File: src/sv/afm_pkg.sv
// ----------------------------------------------------------------------------
// afm_pkg
// Shared codes and types of the three-point affine fit and map core.
// ----------------------------------------------------------------------------
package afm_pkg;

	typedef enum logic [1:0] {
		OP_LOAD,
		OP_SOLVE,
		OP_TRANSFORM,
		OP_DEFORM
	} afm_op_t;

	typedef enum logic [1:0] {
		ST_OK,
		ST_SINGULAR,
		ST_SAT
	} afm_status_t;

	typedef enum logic [1:0] {
		K_NOP,
		K_LOAD,
		K_SOLVE,
		K_MAP
	} afm_kind_t;

	// number of mark pairs held
	localparam logic [1:0] MARK_COUNT = 2'd3;

	typedef struct packed {
		afm_kind_t  kind;
		logic       offset;
		logic [1:0] index;
	} afm_cls_t;

endpackage

File: src/sv/afm_front.sv
// ----------------------------------------------------------------------------
// afm_front
// Accepts input words, decodes them and holds them in a two-entry queue.
// ----------------------------------------------------------------------------
module afm_front #(
	parameter int W = 32
) (
	input  logic                  clk,
	input  logic                  arst_n,
	input  logic                  item_valid,
	output logic                  item_stall,
	input  logic [1:0]            operation,
	input  logic [1:0]            mark_index,
	input  logic signed [W-1:0]   source_x,
	input  logic signed [W-1:0]   source_y,
	input  logic signed [W-1:0]   dest_x,
	input  logic signed [W-1:0]   dest_y,
	input  logic signed [W-1:0]   point_x,
	input  logic signed [W-1:0]   point_y,
	output logic                  head_valid,
	output afm_pkg::afm_cls_t     head_cls,
	output logic signed [W-1:0]   head_crd [4],
	input  logic                  head_pop
);
	import afm_pkg::*;

	afm_cls_t            cls;
	logic signed [W-1:0] crd [4];
	afm_cls_t            cls_q [2];
	logic signed [W-1:0] crd_q [2][4];
	logic                wr_q;
	logic                rd_q;
	logic [1:0]          cnt_q;
	logic                push;
	logic                pop;

	always_comb begin
		cls.kind   = K_NOP;
		cls.offset = 1'b0;
		cls.index  = mark_index;
		case (afm_op_t'(operation))
			OP_LOAD: begin
				cls.kind = (mark_index < MARK_COUNT) ? K_LOAD : K_NOP;
			end
			OP_SOLVE: begin
				cls.kind = K_SOLVE;
			end
			OP_TRANSFORM: begin
				cls.kind   = K_MAP;
				cls.offset = 1'b1;
			end
			OP_DEFORM: begin
				cls.kind = K_MAP;
			end
			default: begin
				cls.kind = K_NOP;
			end
		endcase
		// loads keep the whole pair, maps only the point
		crd[0] = (cls.kind == K_LOAD) ? source_x : point_x;
		crd[1] = (cls.kind == K_LOAD) ? source_y : point_y;
		crd[2] = dest_x;
		crd[3] = dest_y;
	end

	assign item_stall = (cnt_q == 2'd2);
	assign push       = item_valid && !item_stall;
	assign head_valid = (cnt_q != 2'd0);
	assign pop        = head_pop && head_valid;
	assign head_cls   = cls_q[rd_q];
	assign head_crd   = crd_q[rd_q];

	always_ff @(posedge clk or negedge arst_n) begin
		if (!arst_n) begin
			wr_q  <= 1'b0;
			rd_q  <= 1'b0;
			cnt_q <= 2'd0;
		end else begin
			if (push) begin
				cls_q[wr_q] <= cls;
				crd_q[wr_q] <= crd;
				wr_q        <= ~wr_q;
			end
			if (pop) begin
				rd_q <= ~rd_q;
			end
			cnt_q <= cnt_q + {1'b0, push} - {1'b0, pop};
		end
	end

endmodule

File: config.mk
export PLATFORM = sky130hd
export DESIGN_NAME = afm_front
export DESIGN_NICKNAME = d
export VERILOG_FILES = /design/src/sv/afm_pkg.sv /design/src/sv/afm_front.sv
export SDC_FILE = /design/constraint.sdc
export NUM_CORES = 1
export LEC_CHECK = 0
export BUFFER_PORTS_ARGS = -buffer_cell sky130_fd_sc_hd__buf_2
export CELL_PAD_IN_SITES_DETAIL_PLACEMENT = 1
export CELL_PAD_IN_SITES_GLOBAL_PLACEMENT = 1
export CORE_ASPECT_RATIO = 0.5
export CORE_MARGIN = 2
export CORE_UTILIZATION = 42
export CTS_CLUSTER_SIZE = 28
export DETAILED_ROUTE_END_ITERATION = 6
export PLACE_DENSITY = 0.87
export SLEW_MARGIN = 40
export SYNTH_ARGS = -nofsm -noshare
export SYNTH_HDL_FRONTEND = slang
export SYNTH_SLANG_ARGS = --single-unit
export TNS_END_PERCENT = 10
File: constraint.sdc
create_clock -name clk -period 7.7 [get_ports clk]
set_clock_uncertainty 0.05 [all_clocks]
set_input_delay 0.385 -clock clk [delete_from_list [all_inputs] [get_ports clk]]
set_output_delay 0.385 -clock clk [all_outputs]
set_load 0.05 [all_outputs]
==> flow_summary_export.csv <==
group,metric,value,unit
floorplan,start_util,42.4,%
floorplan,dieWidth,229,um
detailed_routing,viasPerCell,4.85,
grt,grt-ovfl-total,0,
logic_synthesis,synthDistinctLibCells,21,
worst_setup_path,arrival,2.87,ns
detailed_routing,drc_errors,0,
sta,period_share,42.9,%
floorplan,rows,41,
worst_setup_path,slowest_delay,0.92,ns
sta,report.final.slew_viol_count,0,
hold_path,hold_path_class,"in2reg",
sta,final_hold_viol_count,0,
power,leakage,5.32,nW
sta,worstMarginPinSlew,0.827,ns
logic_synthesis,ys_ff_latch,270,
sta,setup_viol,0,
sta,fmax,0.303,GHz
logic_synthesis,syn_nets,711,
floorplan,core,25000,um^2
grt,grtUsageMet1,21.2,%
sta,min_period,3.30,ns
detailed_routing,vias,6244,
worst_setup_path,crit_fanout,76,
job,max_cap_violations,0,
sta,rsz0062_at_grt,"false",
logic_synthesis,ys_top_cells_by_area,"edfxtp_1 75%, mux2_2 20%, dfrtp_1 0.95%, buf_6 0.64%, mux2_1 0.53%",
worst_setup_path,required,7.26,ns
clock_tree,cts_max_level,1,
place,port_buffers,334,
detailed_routing,drt_iter0_markers,301,
place,hpwl,18.7,mm
worst_setup_path,crit_path_start_kind,"flop",
logic_synthesis,yosysWarnings,0,
finish,area_growth,33.0,%
grt,grt_antenna_before_repair,5,
worst_setup_path,crit_path_top_delay_cell,"dfrtp_4",
grt,busiest_layer,"met2",
sta,setup_tns,0,ns
place,dpl_cell_area,12700,um^2
worst_setup_path,worstSetupPathType,"reg2out",
logic_synthesis,synth.cell_area,10600,um^2
logic_synthesis,synthCells,509,
logic_synthesis,synth_largest_area_cell,"edfxtp_1",
floorplan,dieHeight,116,um
logic_synthesis,yosys.area.top_type_share,75.4,%
clock_tree,clk_latency,0.52,ns
sta,max-slew-margin-rel,44.9,%
clock_tree,numCtsBuffers,25,
finish,drive_above_1_share,61.2,%
finish,num-nets-final,1124,
floorplan,boundaryPins,335,
detailed_routing,drt_wl_total,28.0,mm
clock_tree,cts_root_buf,"clkbuf_16",
run_status,status,"completed",
place,gp_congestion,0.787,
grt,track_usage,20.5,%
power,p_per_area,362,nW/um^2
detailed_routing,ant_nets,0,
detailed_routing,avgRoutedWirePerCell,21.8,um
grt,grt_pass1_vias,7006,
clock_tree,cts_buffer_depth,3,
grt,grt_start_max_net_pins,77,
logic_synthesis,avgSynthCellArea,20.8,um^2
worst_setup_path,path_cells,"buf_6, mux2_2, buf_2",
clock_tree,clk_pin_slew,0.06,ns
grt,grtUsageMet3,3.27,%
detailed_routing,first_pass_iters,4,
finish,final_area,14100,um^2
clock_tree,clock-sinks,270,
floorplan,dieArea,26600,um^2
logic_synthesis,seq_area_frac_synth,76.4,%
grt,met2_usage,40.9,%
worst_setup_path,crit_family,"flip-flops",
clock_tree,cts_resized,0,
worst_setup_path,cp_num_buf_inv,2,
clock_tree,cts_tree,"yes",
power,vdd_drop_max,0.000176,V
grt,grt_pass1_wl,40.8,mm
worst_setup_path,end_kind,"output port",
[where the power goes]
group | leakage (nW) | switching [W] | internal [W]
Sequential | 2.48 | 0.000112 | 0.00184
Combinational | 2.47 | 0.00139 | 0.000575
Clock | 0.370 | 0.000524 | 0.000659
Total | 5.32 | 0.00203 | 0.00307
[synthesized netlist by cell type]
cell type and instances:
a21oi_1 1, a21oi_4 1, and2_1 1, buf_2 9, buf_6 6, clkbuf_1 6, dfrtp_1 4, edfxtp_1 266
ha_1 2, inv_1 3, mux2_1 5, mux2_2 192, nand2_1 1, nand2b_1 1, nand3_1 1, nor2_1 2
nor2b_1 1, or2_1 1, or2_2 2, xnor2_1 3, xor2_1 1
[per-layer routing]
metal | up-vias | part of all wire [%] | wire (um)
li1 | 2845 | - | -
met3 | 76 | 3.2 | 890
met1 | 3151 | 34 | 9540
met4 | 0 | 4.5 | 1270
met5 | - | 0 | 0
met2 | 172 | 58 | 16300
[stage by stage]
stage          hold WS [ns]  power, W  setup slack [ns]  utilization [%]  cells
2_1_floorplan        0.0394   0.00348             0.909                -    509
3_3_place_gp          0.154   0.00387              4.68             50.5   1172
3_5_place_dp          0.152   0.00393              4.92             50.8   1175
4_1_cts              0.0116   0.00514              4.34             56.3   1281
5_1_grt              0.0218   0.00528              4.24             56.4   1286
6_report             0.0365   0.00510              4.40             56.4   1288
[cell families (layout without fill, tap and decap cells)]
kind of cell | count (synthesis) | in the layout | synth area share (%)
buf+inv | 24 | 452 | 1.38
fa+ha+maj | 2 | 2 | 0.236
flops | 270 | 270 | 76.4
other cells | 0 | 7 | 0
simple gates | 10 | 10 | 0.508
mux | 197 | 197 | 21.0
compound gates | 2 | 2 | 0.201
xor+xnor | 4 | 4 | 0.331
[cell type report]
| type | instances | area [um^2] |
|---|---|---|
| clock buffers | 30 | 644 |
| multi-input cells | 215 | 2370 |
| diodes | 7 | 17.5 |
| well taps | 344 | 430 |
| clock inverters | 12 | 104 |
| inverters | 3 | 11.3 |
| fillers | 2416 | 10900 |
| repair buffers | 407 | 2420 |
| flip-flops and latches | 270 | 8090 |
[registers in the layout, summed over array words and instances (netlist names)]
register / count
wr_q: 1
rd_q: 1
crd_q: 256
cls_q: 10
cnt_q: 2
[worst reg2reg max path, stage by stage, from the launching register on]
cell and delay [ns]:
dfrtp_1 0.41, nand2b_1 0.13, nand3_1 0.20, nor2_4 0.45
buf_4 0.74
[worst paths after layout]
kind	startpoint	to	slack (ns)	cells after the start
min	dest_x[21]	crd_q[1][53]	0.04	1
min in group asynchronous	arst_n	wr_q	0.17	2
max	rd_q	head_crd[94]	4.40	3
max reg2reg	cnt_q[1]	crd_q[0][76]	5.29	4
min reg2reg	cnt_q[0]	cnt_q[0]	0.48	1
max in group asynchronous	arst_n	rd_q	7.29	2
[cell usage in the layout (no fill, tap or decap)]
cell | synthesis | layout
a21oi_1 | 1 | 1
a21oi_4 | 1 | 1
and2_1 | 1 | 1
buf_16 | 0 | 1
buf_2 | 9 | 334
buf_4 | 0 | 5
buf_6 | 6 | 1
buf_8 | 0 | 2
bufinv_16 | 0 | 2
clkbuf_1 | 6 | 5
clkbuf_16 | 0 | 25
clkinv_1 | 0 | 5
clkinv_2 | 0 | 5
dfrtp_1 | 4 | 3
dfrtp_4 | 0 | 1
diode_2 | 0 | 7
dlygate4sd3_1 | 0 | 64
edfxtp_1 | 266 | 266
ha_1 | 2 | 2
inv_1 | 3 | 3
mux2_1 | 5 | 5
mux2_2 | 192 | 192
nand2_1 | 1 | 1
nand2b_1 | 1 | 1
nand3_1 | 1 | 1
nor2_4 | 0 | 2
nor2b_1 | 1 | 1
or2_1 | 1 | 1
or2_2 | 2 | 2
xnor2_1 | 3 | 3
xor2_1 | 1 | 1
[timing repair]
action | CTS | global route
setup buffers | 0 | 0
hold buffers | 64 | 0
hold endpoints to repair | 127 | 0
Power figures use the tool's default switching activity.
